## src/rtl/core/mffu_pkg.sv

```systemverilog
// Shared types, constants and helpers for the motor feedback filter.
// No dependencies.
package mffu_pkg;

    localparam int unsigned FilterChannels = 8;
    localparam int unsigned EncoderCounts  = 8192;

    localparam logic [10:0] ID_DRIVE_FIRST = 11'h201;
    localparam logic [10:0] ID_DRIVE_LAST  = 11'h204;
    localparam logic [10:0] ID_YAW         = 11'h20B;
    localparam logic [10:0] ID_FEEDER      = 11'h206;

    localparam logic [2:0] SLOT_YAW    = 3'd4;
    localparam logic [2:0] SLOT_FEEDER = 3'd6;

    localparam logic [23:0] VAR_RESET = 24'd25600;

    localparam logic [1:0] CFG_DECIM  = 2'd0;
    localparam logic [1:0] CFG_PNOISE = 2'd1;
    localparam logic [1:0] CFG_MNOISE = 2'd2;

    // Datapath commands issued by the controller
    typedef struct packed {
        logic load;       // capture input frame
        logic kf_start;   // begin one filter step on sel channel
        logic kf_delta;   // 1: angle step channel, 0: speed channel
        logic unwrap;     // run angle load, unwrap and jump test
        logic finish;     // assemble the result
    } mffu_cmd_t;

    typedef struct packed {
        logic drive;      // frame is a drive motor
        logic known;      // frame id matched
        logic upd;        // angle update is due
        logic kf_done;    // filter step finished
    } mffu_sts_t;

    typedef struct packed {
        logic        matched;
        logic [2:0]  motor_slot;
        logic [15:0] speed_out;
        logic [15:0] angle_out;
        logic [15:0] delta_out;
        logic [15:0] current_out;
        logic        angle_updated;
    } mffu_res_t;

    // Integer part of a Q16.8 estimate, rounded toward zero, saturated
    function automatic logic signed [15:0] est_int(input logic signed [24:0] e);
        logic signed [24:0] q;
        begin
            q = (e < 0) ? -((-e) >>> 8) : (e >>> 8);
            if (q > 25'sd32767)       est_int = 16'sh7FFF;
            else if (q < -25'sd32768) est_int = 16'sh8000;
            else                      est_int = q[15:0];
        end
    endfunction

endpackage

```

## src/rtl/core/mffu_kalman.sv

```systemverilog
// Iterative scalar Kalman step: restoring divider for the gain, then
// registered multiplies. Depends on mffu_pkg.
module mffu_kalman
    import mffu_pkg::*;
(
    input  logic               aclk,
    input  logic               aresetn,
    input  logic               start,
    input  logic signed [15:0] meas,
    input  logic signed [24:0] est_in,
    input  logic [23:0]        var_in,
    input  logic [15:0]        process_noise,
    input  logic [15:0]        measure_noise,
    output logic               done,
    output logic signed [24:0] est_out,
    output logic [23:0]        var_out
);

    localparam logic [2:0] ST_IDLE = 3'd0;
    localparam logic [2:0] ST_PRED = 3'd1;
    localparam logic [2:0] ST_DIV  = 3'd2;
    localparam logic [2:0] ST_MUL  = 3'd3;
    localparam logic [2:0] ST_UPD  = 3'd4;
    localparam logic [2:0] ST_DONE = 3'd5;

    logic [2:0]         state_reg, state_next;
    logic [4:0]         cnt_reg;
    logic [24:0]        vp_reg;
    logic [25:0]        den_reg;
    logic [41:0]        num_reg;
    logic [26:0]        rem_reg;
    logic [16:0]        quo_reg;
    logic [15:0]        k_reg;
    logic signed [33:0] diff_reg;
    logic signed [51:0] p_reg;
    logic [40:0]        vm_reg;

    logic [24:0]        vp_sum;
    logic [26:0]        rem_shift;
    logic signed [51:0] corr;
    logic signed [34:0] e_sum;

    assign vp_sum    = {1'b0, var_in} + {1'b0, process_noise, 8'd0};
    assign rem_shift = {rem_reg[25:0], num_reg[41]};
    assign corr      = p_reg >>> 16;
    assign e_sum     = 35'(est_in) + 35'(corr);

    always_comb begin
        state_next = state_reg;
        unique case (state_reg)
            ST_IDLE: if (start) state_next = ST_PRED;
            ST_PRED: state_next = ST_DIV;
            ST_DIV:  if (cnt_reg == 5'd0) state_next = ST_MUL;
            ST_MUL:  state_next = ST_UPD;
            ST_UPD:  state_next = ST_DONE;
            ST_DONE: state_next = ST_IDLE;
            default: state_next = ST_IDLE;
        endcase
    end

    always_ff @(posedge aclk) begin
        if (!aresetn) begin
            state_reg <= ST_IDLE;
        end else begin
            state_reg <= state_next;
        end
    end

    always_ff @(posedge aclk) begin
        unique case (state_reg)
            ST_IDLE: begin
                vp_reg <= (vp_sum > 25'hFFFFFF) ? 25'hFFFFFF : vp_sum;
            end
            ST_PRED: begin
                // quotient fits in 17 bits as VP never exceeds the denominator,
                // so start the remainder from the top bits of VP*65536
                den_reg  <= {1'b0, vp_reg} + {2'b0, measure_noise, 8'd0};
                num_reg  <= {vp_reg[0], 41'd0};
                rem_reg  <= 27'(vp_reg[24:1]);
                quo_reg  <= '0;
                cnt_reg  <= 5'd16;
                diff_reg <= 34'(meas) * 34'sd256 - 34'(est_in);
            end
            ST_DIV: begin
                // one quotient bit a cycle over the low 17 bits
                num_reg <= {num_reg[40:0], 1'b0};
                if (rem_shift >= {1'b0, den_reg}) begin
                    rem_reg <= rem_shift - {1'b0, den_reg};
                    quo_reg <= {quo_reg[15:0], 1'b1};
                end else begin
                    rem_reg <= rem_shift;
                    quo_reg <= {quo_reg[15:0], 1'b0};
                end
                cnt_reg <= cnt_reg - 5'd1;
            end
            ST_MUL: begin
                k_reg <= (den_reg == '0 || quo_reg[16]) ? 16'hFFFF : quo_reg[15:0];
            end
            ST_UPD: begin
                p_reg  <= 52'($signed({1'b0, k_reg})) * 52'(diff_reg) + 52'sd32768;
                vm_reg <= 41'({1'b0, 17'h10000 - {1'b0, k_reg}}) * 41'(vp_reg[23:0]);
            end
            default: ;
        endcase
    end

    // Estimate and variance are valid in the DONE cycle only
    assign done    = (state_reg == ST_DONE);
    assign est_out = e_sum > 35'sd16777215 ? 25'sh0FFFFFF :
                     e_sum < -35'sd16777216 ? 25'sh1000000 : e_sum[24:0];
    assign var_out = vm_reg[39:16];

`ifndef SYNTHESIS
    a_done_pulse: assert property (@(posedge aclk) disable iff (!aresetn)
        done |=> !done) else $error("kalman done held");
    a_div_count: assert property (@(posedge aclk) disable iff (!aresetn)
        (state_reg == ST_PRED) |=> (cnt_reg == 5'd16)) else $error("divider count");
    a_start_idle: assert property (@(posedge aclk) disable iff (!aresetn)
        (start && state_reg != ST_IDLE) |-> 1'b0) else $error("start while busy");
`endif

endmodule

```

## src/rtl/core/mffu_datapath.sv

```systemverilog
// Frame registers, filter and angle state, unwrap logic and result register.
// Depends on mffu_pkg and mffu_kalman.
module mffu_datapath
    import mffu_pkg::*;
#(
    parameter int unsigned ENCODER_COUNTS = EncoderCounts
) (
    input  logic        aclk,
    input  logic        aresetn,
    input  mffu_cmd_t   cmd,
    output mffu_sts_t   sts,
    input  logic [58:0] frame,
    input  logic        cfg_we,
    input  logic [1:0]  cfg_index,
    input  logic [15:0] cfg_data,
    output mffu_res_t   res
);

    localparam logic signed [15:0] Enc = 16'(ENCODER_COUNTS);

    logic [7:0]  decim_reg;
    logic [15:0] pnoise_reg, mnoise_reg;
    logic [58:0] frame_reg;

    logic signed [24:0] est_reg [FilterChannels];
    logic [23:0]        var_reg [FilterChannels];
    logic [7:0]         fcnt_reg [4];
    logic [15:0]        ang_reg [7];
    logic signed [15:0] acc_reg [4];

    logic signed [15:0] s_reg, d_reg;
    logic               upd_reg;

    logic [10:0]        id;
    logic [15:0]        ang, spd, cur;
    logic               drive;
    logic [1:0]         m;
    logic [2:0]         ch;
    logic               kdone;
    logic signed [24:0] kest;
    logic [23:0]        kvar;
    logic [7:0]         fcnt_inc;
    mffu_res_t          res_next;

    assign id    = frame_reg[10:0];
    assign ang   = frame_reg[26:11];
    assign spd   = frame_reg[42:27];
    assign cur   = frame_reg[58:43];
    assign drive = (id >= ID_DRIVE_FIRST) && (id <= ID_DRIVE_LAST);
    assign m     = 2'(id - ID_DRIVE_FIRST);
    assign ch    = {~cmd.kf_delta, m};
    assign fcnt_inc = fcnt_reg[m] + 8'd1;

    mffu_kalman u_kalman (
        .aclk          (aclk),
        .aresetn       (aresetn),
        .start         (cmd.kf_start),
        .meas          (cmd.kf_delta ? d_reg : spd),
        .est_in        (est_reg[ch]),
        .var_in        (var_reg[ch]),
        .process_noise (pnoise_reg),
        .measure_noise (mnoise_reg),
        .done          (kdone),
        .est_out       (kest),
        .var_out       (kvar)
    );

    assign sts.drive   = drive;
    assign sts.known   = drive || id == ID_YAW || id == ID_FEEDER;
    assign sts.upd     = upd_reg;
    assign sts.kf_done = kdone;

    always_ff @(posedge aclk) begin
        if (cmd.load) frame_reg <= frame;
    end

    // Unwrap chain for one drive motor
    logic signed [15:0] d0, d1, d2, sz;
    logic signed [16:0] jump;
    always_comb begin
        sz = (s_reg < 16'sd5 && s_reg > -16'sd5) ? 16'sd0 : s_reg;
        d0 = $signed(ang) - $signed(ang_reg[{1'b0, m}]);
        if (sz >= 0 && d0 < -16'sd10)     d1 = d0 + Enc;
        else if (sz < 0 && d0 > 16'sd10)  d1 = d0 - Enc;
        else                              d1 = d0;
        jump = 17'(d1) - 17'(acc_reg[m]);
        if (jump > 17'sd4000)       d2 = d1 - Enc;
        else if (jump < -17'sd4000) d2 = d1 + Enc;
        else                        d2 = d1;
    end

    always_ff @(posedge aclk) begin
        if (!aresetn) begin
            decim_reg  <= 8'd1;
            pnoise_reg <= 16'd600;
            mnoise_reg <= 16'd5000;
            upd_reg    <= 1'b0;
            for (int i = 0; i < FilterChannels; i++) begin
                est_reg[i] <= '0;
                var_reg[i] <= VAR_RESET;
            end
            for (int i = 0; i < 4; i++) begin
                fcnt_reg[i] <= '0;
                acc_reg[i]  <= '0;
            end
            for (int i = 0; i < 7; i++) ang_reg[i] <= '0;
        end else begin
            if (cfg_we) begin
                unique case (cfg_index)
                    CFG_DECIM:  decim_reg  <= cfg_data[7:0];
                    CFG_PNOISE: pnoise_reg <= cfg_data;
                    CFG_MNOISE: mnoise_reg <= cfg_data;
                    default: ;
                endcase
            end
            if (cmd.load) upd_reg <= 1'b0;
            if (kdone) begin
                est_reg[ch] <= kest;
                var_reg[ch] <= kvar;
                if (!cmd.kf_delta) begin
                    s_reg <= est_int(kest);
                    if (fcnt_inc == decim_reg) begin
                        fcnt_reg[m] <= '0;
                        upd_reg     <= 1'b1;
                    end else begin
                        fcnt_reg[m] <= fcnt_inc;
                    end
                end
            end
            if (cmd.unwrap) begin
                ang_reg[{1'b0, m}] <= ang;
                s_reg      <= sz;
                d_reg      <= d2;
                if (jump <= 17'sd4000 && jump >= -17'sd4000) acc_reg[m] <= d1;
            end
            if (cmd.finish && !drive) begin
                if (id == ID_YAW)    ang_reg[SLOT_YAW]    <= ang;
                if (id == ID_FEEDER) ang_reg[SLOT_FEEDER] <= ang;
            end
        end
    end

    always_comb begin
        res_next = '0;
        if (drive) begin
            res_next.matched       = 1'b1;
            res_next.motor_slot    = {1'b0, m};
            res_next.speed_out     = s_reg;
            res_next.angle_out     = ang_reg[{1'b0, m}];
            res_next.delta_out     = est_int(est_reg[{1'b0, m}]);
            res_next.angle_updated = upd_reg;
        end else if (id == ID_YAW || id == ID_FEEDER) begin
            res_next.matched     = 1'b1;
            res_next.motor_slot  = (id == ID_YAW) ? SLOT_YAW : SLOT_FEEDER;
            res_next.speed_out   = spd;
            res_next.angle_out   = ang;
            res_next.current_out = cur;
        end
    end

    always_ff @(posedge aclk) begin
        if (cmd.finish) res <= res_next;
    end

endmodule

```

## src/rtl/core/mffu_ctrl.sv

```systemverilog
// Sequencer for one frame: speed filter, optional unwrap and step filter for a drive motor,
// then the result. Depends on mffu_pkg.
module mffu_ctrl
    import mffu_pkg::*;
(
    input  logic      aclk,
    input  logic      aresetn,
    input  logic      in_valid,
    output logic      in_ready,
    output logic      out_valid,
    input  logic      out_ready,
    input  mffu_sts_t sts,
    output mffu_cmd_t cmd
);

    localparam logic [2:0] ST_IDLE   = 3'd0;
    localparam logic [2:0] ST_DEC    = 3'd1;
    localparam logic [2:0] ST_KSPD   = 3'd2;
    localparam logic [2:0] ST_UNWRAP = 3'd3;
    localparam logic [2:0] ST_KDLT   = 3'd4;
    localparam logic [2:0] ST_FIN    = 3'd5;
    localparam logic [2:0] ST_OUT    = 3'd6;

    logic [2:0] state_reg, state_next;
    logic       started_reg, started_next;
    logic       hold_reg, hold_next;

    assign in_ready  = (state_reg == ST_IDLE) || (state_reg == ST_OUT && out_ready);
    assign out_valid = (state_reg == ST_OUT);

    always_comb begin
        state_next   = state_reg;
        started_next = started_reg;
        hold_next    = hold_reg;
        cmd          = '0;
        unique case (state_reg)
            ST_IDLE, ST_OUT: begin
                if (state_reg == ST_OUT && out_ready) state_next = ST_IDLE;
                if (in_valid && in_ready) begin
                    cmd.load   = 1'b1;
                    state_next = ST_DEC;
                end
            end
            ST_DEC: begin
                state_next   = sts.drive ? ST_KSPD : ST_FIN;
                started_next = 1'b0;
            end
            ST_KSPD: begin
                cmd.kf_start = !started_reg;
                started_next = 1'b1;
                if (sts.kf_done) begin
                    started_next = 1'b0;
                    state_next   = ST_UNWRAP;
                end
            end
            ST_UNWRAP: begin
                // the counter result is visible here
                if (sts.upd) begin
                    cmd.unwrap = 1'b1;
                    state_next = ST_KDLT;
                end else begin
                    state_next = ST_FIN;
                end
            end
            ST_KDLT: begin
                cmd.kf_delta = 1'b1;
                cmd.kf_start = !started_reg;
                started_next = 1'b1;
                if (sts.kf_done) begin
                    started_next = 1'b0;
                    state_next   = ST_FIN;
                end
            end
            ST_FIN: begin
                cmd.finish = 1'b1;
                state_next = ST_OUT;
            end
            default: state_next = ST_IDLE;
        endcase
        hold_next = (state_next == ST_OUT);
    end

    always_ff @(posedge aclk) begin
        if (!aresetn) begin
            state_reg   <= ST_IDLE;
            started_reg <= 1'b0;
            hold_reg    <= 1'b0;
        end else begin
            state_reg   <= state_next;
            started_reg <= started_next;
            hold_reg    <= hold_next;
        end
    end

`ifndef SYNTHESIS
    a_out_hold: assert property (@(posedge aclk) disable iff (!aresetn)
        (out_valid && !out_ready) |=> out_valid) else $error("result dropped");
    a_hold_track: assert property (@(posedge aclk) disable iff (!aresetn)
        hold_reg == out_valid) else $error("hold flag mismatch");
    a_fin_out: assert property (@(posedge aclk) disable iff (!aresetn)
        cmd.finish |=> out_valid) else $error("finish without result");
`endif

endmodule

```

## src/rtl/core/motor_feedback_filter_unwrap.sv

```systemverilog
// Motor feedback filter with encoder angle unwrap: top level.
// Depends on mffu_pkg, mffu_ctrl, mffu_datapath.
//
// Usage: one request on the s_ channel carries a received feedback frame;
// one result leaves on the m_ channel for every frame, also for an unknown
// identifier (all fields zero). Drive motor speeds go through a scalar
// Kalman step; on an angle update frame the angle step is unwrapped and
// filtered by a second step.
// Non-drive frames go straight to the result; drive frames run the speed
// Kalman step, on an angle update also the unwrap and the angle step. Each
// step uses a 17-iteration restoring divider. One frame is processed at a
// time; the next is taken in the cycle its result leaves. While the
// receiver stalls the result is held and s_tready stays low. Reset sets
// estimates, variances, counters and angles to initial values and the
// registers to 1, 600 and 5000; no clearing pass. Configuration: cfg_we
// with cfg_index 0..2 must be written only while idle; it is not checked.
module motor_feedback_filter_unwrap
    import mffu_pkg::*;
#(
    parameter int unsigned ENCODER_COUNTS = EncoderCounts
) (
    input  logic        aclk,
    input  logic        aresetn,
    input  logic        s_tvalid,
    output logic        s_tready,
    input  logic [63:0] s_tdata,  // frame_id, byte0..byte5 (low bit up)
    output logic        m_tvalid,
    input  logic        m_tready,
    // matched, motor_slot, speed_out, angle_out, delta_out, current_out,
    // angle_updated (low bit up)
    output logic [71:0] m_tdata,
    input  logic        cfg_we,
    input  logic [1:0]  cfg_index,
    input  logic [15:0] cfg_data
);

    mffu_cmd_t   cmd;
    mffu_sts_t   sts;
    mffu_res_t   res;
    logic [58:0] frame;

    // byte0/1 angle, byte2/3 speed, byte4/5 current, high byte first
    assign frame = {s_tdata[50:43], s_tdata[58:51],
                    s_tdata[34:27], s_tdata[42:35],
                    s_tdata[18:11], s_tdata[26:19],
                    s_tdata[10:0]};

    mffu_ctrl u_ctrl (
        .aclk      (aclk),
        .aresetn   (aresetn),
        .in_valid  (s_tvalid),
        .in_ready  (s_tready),
        .out_valid (m_tvalid),
        .out_ready (m_tready),
        .sts       (sts),
        .cmd       (cmd)
    );

    mffu_datapath #(
        .ENCODER_COUNTS (ENCODER_COUNTS)
    ) u_dp (
        .aclk      (aclk),
        .aresetn   (aresetn),
        .cmd       (cmd),
        .sts       (sts),
        .frame     (frame),
        .cfg_we    (cfg_we),
        .cfg_index (cfg_index),
        .cfg_data  (cfg_data),
        .res       (res)
    );

    assign m_tdata = {3'b0, res.angle_updated, res.current_out, res.delta_out,
                      res.angle_out, res.speed_out, res.motor_slot, res.matched};

endmodule
```

## config.mk

```make
export PLATFORM = sky130hd
export DESIGN_NAME = motor_feedback_filter_unwrap
export DESIGN_NICKNAME = d
export VERILOG_FILES = /design/src/rtl/core/mffu_pkg.sv /design/src/rtl/core/mffu_kalman.sv /design/src/rtl/core/mffu_datapath.sv /design/src/rtl/core/mffu_ctrl.sv /design/src/rtl/core/motor_feedback_filter_unwrap.sv
export SDC_FILE = /design/constraint.sdc
export NUM_CORES = 2
export LEC_CHECK = 0
export ABC_AREA = 0
export BUFFER_PORTS_ARGS = -buffer_cell sky130_fd_sc_hd__buf_4
export CAP_MARGIN = 20
export CORE_MARGIN = 1.5
export CORE_UTILIZATION = 47
export DETAILED_ROUTE_END_ITERATION = 12
export GPL_TIMING_DRIVEN = 0
export HOLD_SLACK_MARGIN = 0.15
export SYNTH_ARGS = -nofsm -noshare
export SYNTH_HDL_FRONTEND = slang
export SYNTH_SLANG_ARGS = --single-unit
```

## constraint.sdc

```tcl
create_clock -name aclk -period 13.72 [get_ports aclk]
set_input_delay 2.744 -clock aclk [delete_from_list [all_inputs] [get_ports aclk]]
set_output_delay 2.744 -clock aclk [all_outputs]
set_load 0.02 [all_outputs]
```

=== Word level (Yosys, flattened, before mapping) ===
Memory sizes are Yosys's and may differ from the RTL's.
Index checks and enable logic that the tools add are counted.

* Add/subtract/negate cells: 20
* Multiply operators: 2
* Magnitude comparators: 22
* Equal/unequal tests: 22
* Muxes and demuxes: 96
* Bitwise logic cells: 6
* Reductions and logical operators: 37

{| class="wikitable"
|+ Operator list
! cell !! number
|-
| $mux W16 || 16
|-
| $mux W25 || 5
|-
| $pmux W42 S2 || 1
|-
| $pmux W26 S2 || 1
|-
| $gt A25 B16 Y1 const B || 2
|-
| $lt A25 B1 Y1 const B || 2
|-
| $lt A25 B16 Y1 const B || 2
|-
| $neg A17 Y25 || 2
|-
| $neg A25 Y25 || 2
|-
| $mux W1 || 48
|-
| $add A43 B17 Y44 const B || 1
|-
| $mul A17 B26 Y43 || 1
|-
| $mul A17 B24 Y40 || 1
|-
| $mux W36 || 1
|-
| $add A25 B35 Y35 || 1
|-
| $gt A35 B25 Y1 const B || 1
|-
| $lt A35 B25 Y1 const B || 1
|-
| $mux W34 || 1
|-
| $pmux W17 S2 || 1
|-
| $add A16 B15 Y16 const B || 2
|-
| $reduce_or A16 Y1 || 2
|-
| $sub A16 B15 Y16 const B || 2
|-
| $mux W3 || 10
|-
| $ge A27 B26 Y1 || 1
|-
| 58 further kinds || 98
|}

* Flip-flop bits (word level): 482
* Bits in writable memories: 600
* Input bits: 87
* Memories: 5

{| class="wikitable"
|+ Memories
! memory !! depth !! width !! rd ports !! clocked after memory_dff !! wr ports !! line !! source
|-
| u_dp.est_reg || 8 || 25 || 2 || 0 || 8 || mffu_datapath.sv:25 || <nowiki>logic signed [24:0] est_reg [FilterChannels];</nowiki>
|-
| u_dp.var_reg || 8 || 24 || 1 || 0 || 8 || mffu_datapath.sv:26 || <nowiki>logic [23:0] var_reg [FilterChannels];</nowiki>
|-
| u_dp.ang_reg || 7 || 16 || 1 || 0 || 7 || mffu_datapath.sv:28 || <nowiki>logic [15:0] ang_reg [7];</nowiki>
|-
| u_dp.acc_reg || 4 || 16 || 1 || 0 || 4 || mffu_datapath.sv:29 || <nowiki>logic signed [15:0] acc_reg [4];</nowiki>
|-
| u_dp.fcnt_reg || 4 || 8 || 1 || 0 || 4 || mffu_datapath.sv:27 || <nowiki>logic [7:0] fcnt_reg [4];</nowiki>
|}

=== Longest topological paths before layout ===
An unclocked memory read counts as a cell.

* Depth in word-level cells: 17
* Mapped depth: 44
* Mapped depth without buffers: 31

=== Hierarchy ===
From an unflattened synthesis, not the netlist that was laid out.

* Cells, all modules: 7022
* Area, all modules: 75342.3 um^2

{| class="wikitable"
|+ Modules (own cells, without submodules)
! module !! times used !! cells an instance !! area each (um^2)
|-
| mffu_kalman || 1 || 4269 || 39753.1
|-
| mffu_datapath || 1 || 2706 || 35216.3
|-
| mffu_ctrl || 1 || 43 || 346.6
|-
| motor_feedback_filter_unwrap || 1 || 4 || 26.3
|}

=== Least setup slack after synthesis ===
OpenSTA, ideal clock, no wires.

* Kind: register to register
* From: reg u_dp.frame_reg[0]
* To: mem u_dp.acc_reg[2][0] (enable)
* Setup time: 0.411 ns
* Arrival time: 11.689 ns
* Required time: 13.309 ns
* Slack: 1.620 ns
* Cell stages (with the launch flop): 41
* Path buffers: 13
* Clock period less this slack: 12.100 ns
* Cell sequence: edfxtp_1 > buf_2 > buf_2 > buf_1 > clkbuf_1 > clkbuf_1 > inv_2 > clkbuf_1 > ha_1 > clkbuf_1 > clkbuf_1 > buf_1 > clkbuf_1 > buf_1 > clkbuf_1 > mux4_2 > ha_1 > inv_1 > [5 not listed] > o21bai_1 > a211oi_1 > xor2_1 > inv_1 > a21oi_1 > nand4_1 > o311a_1 > nor2_1 > xnor2_1 > inv_1 > ha_1 > a21o_1 > a21oi_1 > xor2_1 > o41ai_1 > nand4b_1 > clkbuf_1 > o21ai_0

{| class="wikitable"
|+ RTL lines
! what !! line !! source
|-
| from (decl) || mffu_datapath.sv:23 || <nowiki>logic [58:0] frame_reg;</nowiki>
|-
| from (signal assigned) || mffu_datapath.sv:74 || <nowiki>if (cmd.load) frame_reg <= frame;</nowiki>
|-
| to (decl) || mffu_datapath.sv:29 ||
|}

=== Final worst setup path ===
* From: reg u_dp.frame_reg[0]
* To: reg u_dp.s_reg[1] (data pin)

* Word-level cells in the longest chain between the ends: 15
* Elaborated cells between the ends (all ways): 18

{| class="wikitable"
|+ RTL lines
! what !! line !! source
|-
| $sub A2 B1 Y2 (*) || mffu_datapath.sv:50 || <nowiki>assign m = 2'(id - ID_DRIVE_FIRST);</nowiki>
|-
| net u_dp.ch[0] || mffu_datapath.sv:38 || <nowiki>logic [2:0] ch;</nowiki>
|-
| $mem_v2 Z8 W25 (*) || -- ||
|-
| $add A25 B35 Y35 (*) || mffu_kalman.sv:46 || <nowiki>assign e_sum = 35'(est_in) + 35'(corr);</nowiki>
|-
| $lt A35 B25 Y1 || mffu_kalman.sv:110 || <nowiki>e_sum < -35'sd16777216 ? 25'sh1000000 : e_sum[24:0];</nowiki>
|-
| $mux W25 || mffu_kalman.sv:110 ||
|-
| $mux W25 (*) || mffu_kalman.sv:109 || <nowiki>assign est_out = e_sum > 35'sd16777215 ? 25'sh0FFFFFF :</nowiki>
|-
| $neg A25 Y25 || mffu_pkg.sv:52 || <nowiki>q = (e < 0) ? -((-e) >>> 8) : (e >>> 8);</nowiki>
|-
| $neg A17 Y25 || mffu_pkg.sv:52 ||
|-
| $mux W25 (*) || mffu_pkg.sv:52 ||
|-
| $lt A25 B16 Y1 || mffu_pkg.sv:54 || <nowiki>else if (q < -25'sd32768) est_int = 16'sh8000;</nowiki>
|-
| $mux W16 || mffu_pkg.sv:54 ||
|-
| $mux W16 (*) || mffu_pkg.sv:53 || <nowiki>if (q > 25'sd32767) est_int = 16'sh7FFF;</nowiki>
|-
| $mux W16 (*) || mffu_datapath.sv:120 || <nowiki>if (!cmd.kf_delta) begin</nowiki>
|-
| $mux W16 (*) || mffu_datapath.sv:117 || <nowiki>if (kdone) begin</nowiki>
|-
| $mux W16 (*) || mffu_datapath.sv:130 || <nowiki>if (cmd.unwrap) begin</nowiki>
|-
| to (signal assigned) || mffu_datapath.sv:121 || <nowiki>s_reg <= est_int(kest);</nowiki>
|-
| to (signal assigned) || mffu_datapath.sv:132 || <nowiki>s_reg <= sz;</nowiki>
|-
| to (decl) || mffu_datapath.sv:31 || <nowiki>logic signed [15:0] s_reg, d_reg;</nowiki>
|}

The timed path passes the listed nets; every way through them passes the cells marked *. The select of a mux whose other input is x is not followed.
A chain may end at the register's enable or synchronous reset.

==> summary.md <==
| Metric | Value |
|---|---|
| Critical path arrival | `between 10 and 15 ns` |
| Initial core utilization | `a little under half` |
| Cell chosen for the clock root | `clkbuf_16` |
| Unrepaired setup endpoints after global routing | `false` |
| Final wirelength | `roughly 220 mm` |
| DR DRC count | `0` |
| Hold Path Class | `reg2reg` |
| Num ports | `approximately 160` |
| Slew margin rel. | `between 10% and 20%` |
| Post-synthesis sequential area ratio | `a little under two fifths` |
| IO Port Bufs | `~150` |
| Gr ovfl total | `0` |
| Cell Count, Final, Fillers Out | `between 9k and 10k` |
| Nets | `roughly 8.4k` |
| Die Ht | `approximately 400 um` |
| Finished Core Util | `52.1%` |
| HPWL after detailed placement | `166 mm` |
| Clock tree buffer depth | `3` |
| Wirelength per Cell | `23.1 um` |
| Worst clock skew | `a little under 0.06 ns` |
| Layout cell share with drive strength beyond 1 | `under 10%` |
| FMAX | `just under 80 MHz` |
| GRT Total Usage | `between 20 and 30%` |
| Worst R2R Start | `u_dp.frame_reg[0]$_DFFE_PP_` |
| Post-DRT Antenna Nets | `0` |
| Fin crit period | `approximately 13 ns` |
| Vias in the first global route | `~53k` |
| Drt first pass iters | `5` |
| Largest net degree at the start of global routing | `62` |
| Num CTS Buffers | `100` |
| Netlist cell types | `~110` |
| GPL Wtd Cong | `around 0.95` |
| Iter 0 DRT Violations | `between 4k and 5k` |
| CTS tree | `done` |
| Worst Setup Start Kind | `flop` |
| Post-synth EDFFs | `906` |
| Avg Vias per Cell | `approximately 5.6` |
| Place WS | `-3.01 ns` |
| DP Cell Count | `between 9k and 10k` |
| CP endpoint | `u_dp.s_reg[1]$_DFFE_PP_` |
| Area grow syn2layout | `10.3%` |
| Row cnt | `roughly 150` |
| First-pass GRT wire length | `328 mm` |
| Status | `complete, no violations` |
| R2R Path End | `u_dp.s_reg[1]$_DFFE_PP_` |
| Core Footprint | `158,000 sq um` |
| Critical path type | `reg2reg` |
| Final Hold Fails | `0` |
| Vias | `around 52k` |
| CP max stage delay | `about 0.68 ns` |
| R2R cell count | `33` |
| Worst-Margin Slew | `approximately 1.3 ns` |
| Antenna violations before repair | `4` |
| Die width | `~400 um` |
| Clock-pin slew on the worst setup and hold paths | `roughly 0.060 ns` |
| MaxCap Viol Count | `0` |
| Most used flip-flop cell after synthesis | `edfxtp_1` |
| CP required | `14.29 ns` |
| CP max stage cell | `buf_1` |
| Internal reg-to-reg setup slack | `~0.83 ns` |
| CP startpoint | `u_dp.frame_reg[0]$_DFFE_PP_` |
| Max reg flops | `200` |
| Worst-Skew Late Latency | `approximately 0.74 ns` |
| H-tree depth | `3` |
| Synthesized flop and latch total | `~950` |
| Worst Path Max Fanout | `19` |
| Setup crit end kind | `flop` |
| YS warnings | `0` |
| Asr flop ratio synth | `0%` |
| Tcrit/Tclk final | `about 94%` |
| Clock sink count | `roughly 950` |
| Die area | `~160,000 sq um` |
| Setup-failing EPs final | `0` |
| Post-Syn Area | `~75,000 sq um` |
| Post-Syn Instances | `6,913` |
| Syn_area_per_cell | `approximately 11 sq um` |
| Fin. max-slew vios | `0` |
| Final worst setup slack | `around 0.83 ns` |
## synth_stat cells (all sizes together) (25+ instances only)
cell | number | share of area (%)
xnor2 | 147 | 1.7
dfxtp | 48 | 1.3
or2 | 36 | 0.30
mux2i | 70 | 0.94
o21bai | 25 | 0.26
nand3 | 90 | 0.62
nor3 | 116 | 0.78
nand2b | 41 | 0.34
edfxtp | 906 | 36
nand2 | 834 | 4.2
mux4 | 134 | 4.0
nor2b | 25 | 0.21
and3 | 41 | 0.35
ha | 383 | 6.4
clkbuf | 303 | 1.5
or3 | 49 | 0.41
o21ai | 132 | 0.88
nor2 | 446 | 2.2
buf | 55 | 0.36
xor2 | 66 | 0.77
a21o | 55 | 0.55
inv | 954 | 4.8
o21a | 29 | 0.29
fa | 740 | 20
and2 | 606 | 5.1
a22o | 38 | 0.44
a21oi | 230 | 1.6
## metrics by stage
| step | area (sq um) | setup TNS [ns] | hold slack (ns) |
|---|---|---|---|
| after global placement | 78600 | -771.65 | 0.448 |
| after detailed placement | 79100 | -494.82 | 0.456 |
| after floorplan | 74800 | 0 | 0.424 |
| after global routing | 82500 | 0 | 0.496 |
| final | 82500 | 0 | 0.463 |
| after CTS | 82400 | 0 | 0.464 |
## layout make-up
type	instances	area (sq um)
sequential	954	28200
multi-input combinational	4649	41800
tap	2072	2590
clock buffer	128	2670
buffer	355	1420
clock inverter	60	626
antenna	2	5.00
fill	14100	75700
inverter	955	3580
timing repair buffer	188	1590
## metal layers
metal / vias up / GRT usage (%) / part of all wire [%]
met5: - / 0 / 0.0060
met4: 2 / 7.33 / 2.6
met3: 285 / 3.86 / 7.3
met2: 1865 / 43.9 / 47
met1: 26300 / 37.9 / 43
li1: 23500 / - / -
## how the worst min path moves through the flow
stage | cells after the start | start | endpoint | slack (ns)
after global placement | 2 | u_dp.pnoise_reg[8]$_SDFFE_PN0P_ | u_dp.pnoise_reg[8]$_SDFFE_PN0P_ | 0.45
after detailed placement | 2 | u_dp.pnoise_reg[8]$_SDFFE_PN0P_ | u_dp.pnoise_reg[8]$_SDFFE_PN0P_ | 0.46
after floorplan | 0 | u_dp.u_kalman.vp_reg[4]$_SDFFCE_PN1P_ | u_dp.u_kalman.den_reg[4]$_DFFE_PP_ | 0.42
final | 2 | u_dp.pnoise_reg[8]$_SDFFE_PN0P_ | u_dp.pnoise_reg[8]$_SDFFE_PN0P_ | 0.46
after global routing | 2 | u_dp.mnoise_reg[14]$_SDFFE_PN0P_ | u_dp.mnoise_reg[14]$_SDFFE_PN0P_ | 0.50
after CTS | 2 | u_dp.pnoise_reg[8]$_SDFFE_PN0P_ | u_dp.pnoise_reg[8]$_SDFFE_PN0P_ | 0.46
## cells in the final DEF, fill, tap and decap left out, drive strengths merged, types with 49 or more instances in the layout
cell type,synthesis,final
buf,55,236
or3,49,49
mux2i,70,70
ha,383,383
nand3,90,90
xor2,66,66
a21oi,230,230
nor2,446,446
edfxtp,906,906
inv,954,960
o21ai,132,132
and2,606,606
nand2,834,834
a21o,55,55
fa,740,740
clkbuf,303,433
xnor2,147,147
mux4,134,134
nor3,116,116
## kinds of logic (layout without fill, tap and decap cells)
family	count (synthesis)	after routing	share of synthesized area, %
flops	954	954	37.6
mux	209	209	5.05
xor+xnor	213	213	2.49
simple gates	2384	2384	15.5
fa+ha+maj	1123	1123	26.2
other cells	1	6	0.00501
compound gates	716	716	6.41
buf+inv	1313	1686	6.67
## repair_timing
action,in CTS,in global routing
endpoints found under the hold margin,0,0
gates resized for setup,18,8
hold buffers,0,0
buffers inserted,0,5
pin swaps,0,1
endpoints found under the setup margin,359,144
gates cloned,0,0
## critical path: cells and delay by family (launching register included)
kind            cells  cell delay [ns]
mux                 3             1.30
fa+ha+maj           3             1.06
flops               1             0.51
compound gates     10             3.13
simple gates        4             1.51
buf+inv            12             4.92
xor+xnor            1             0.21
Power is left out: the tool's default activity adds up to more than one toggle a clock period on the data nets, which glitch-free logic cannot reach.
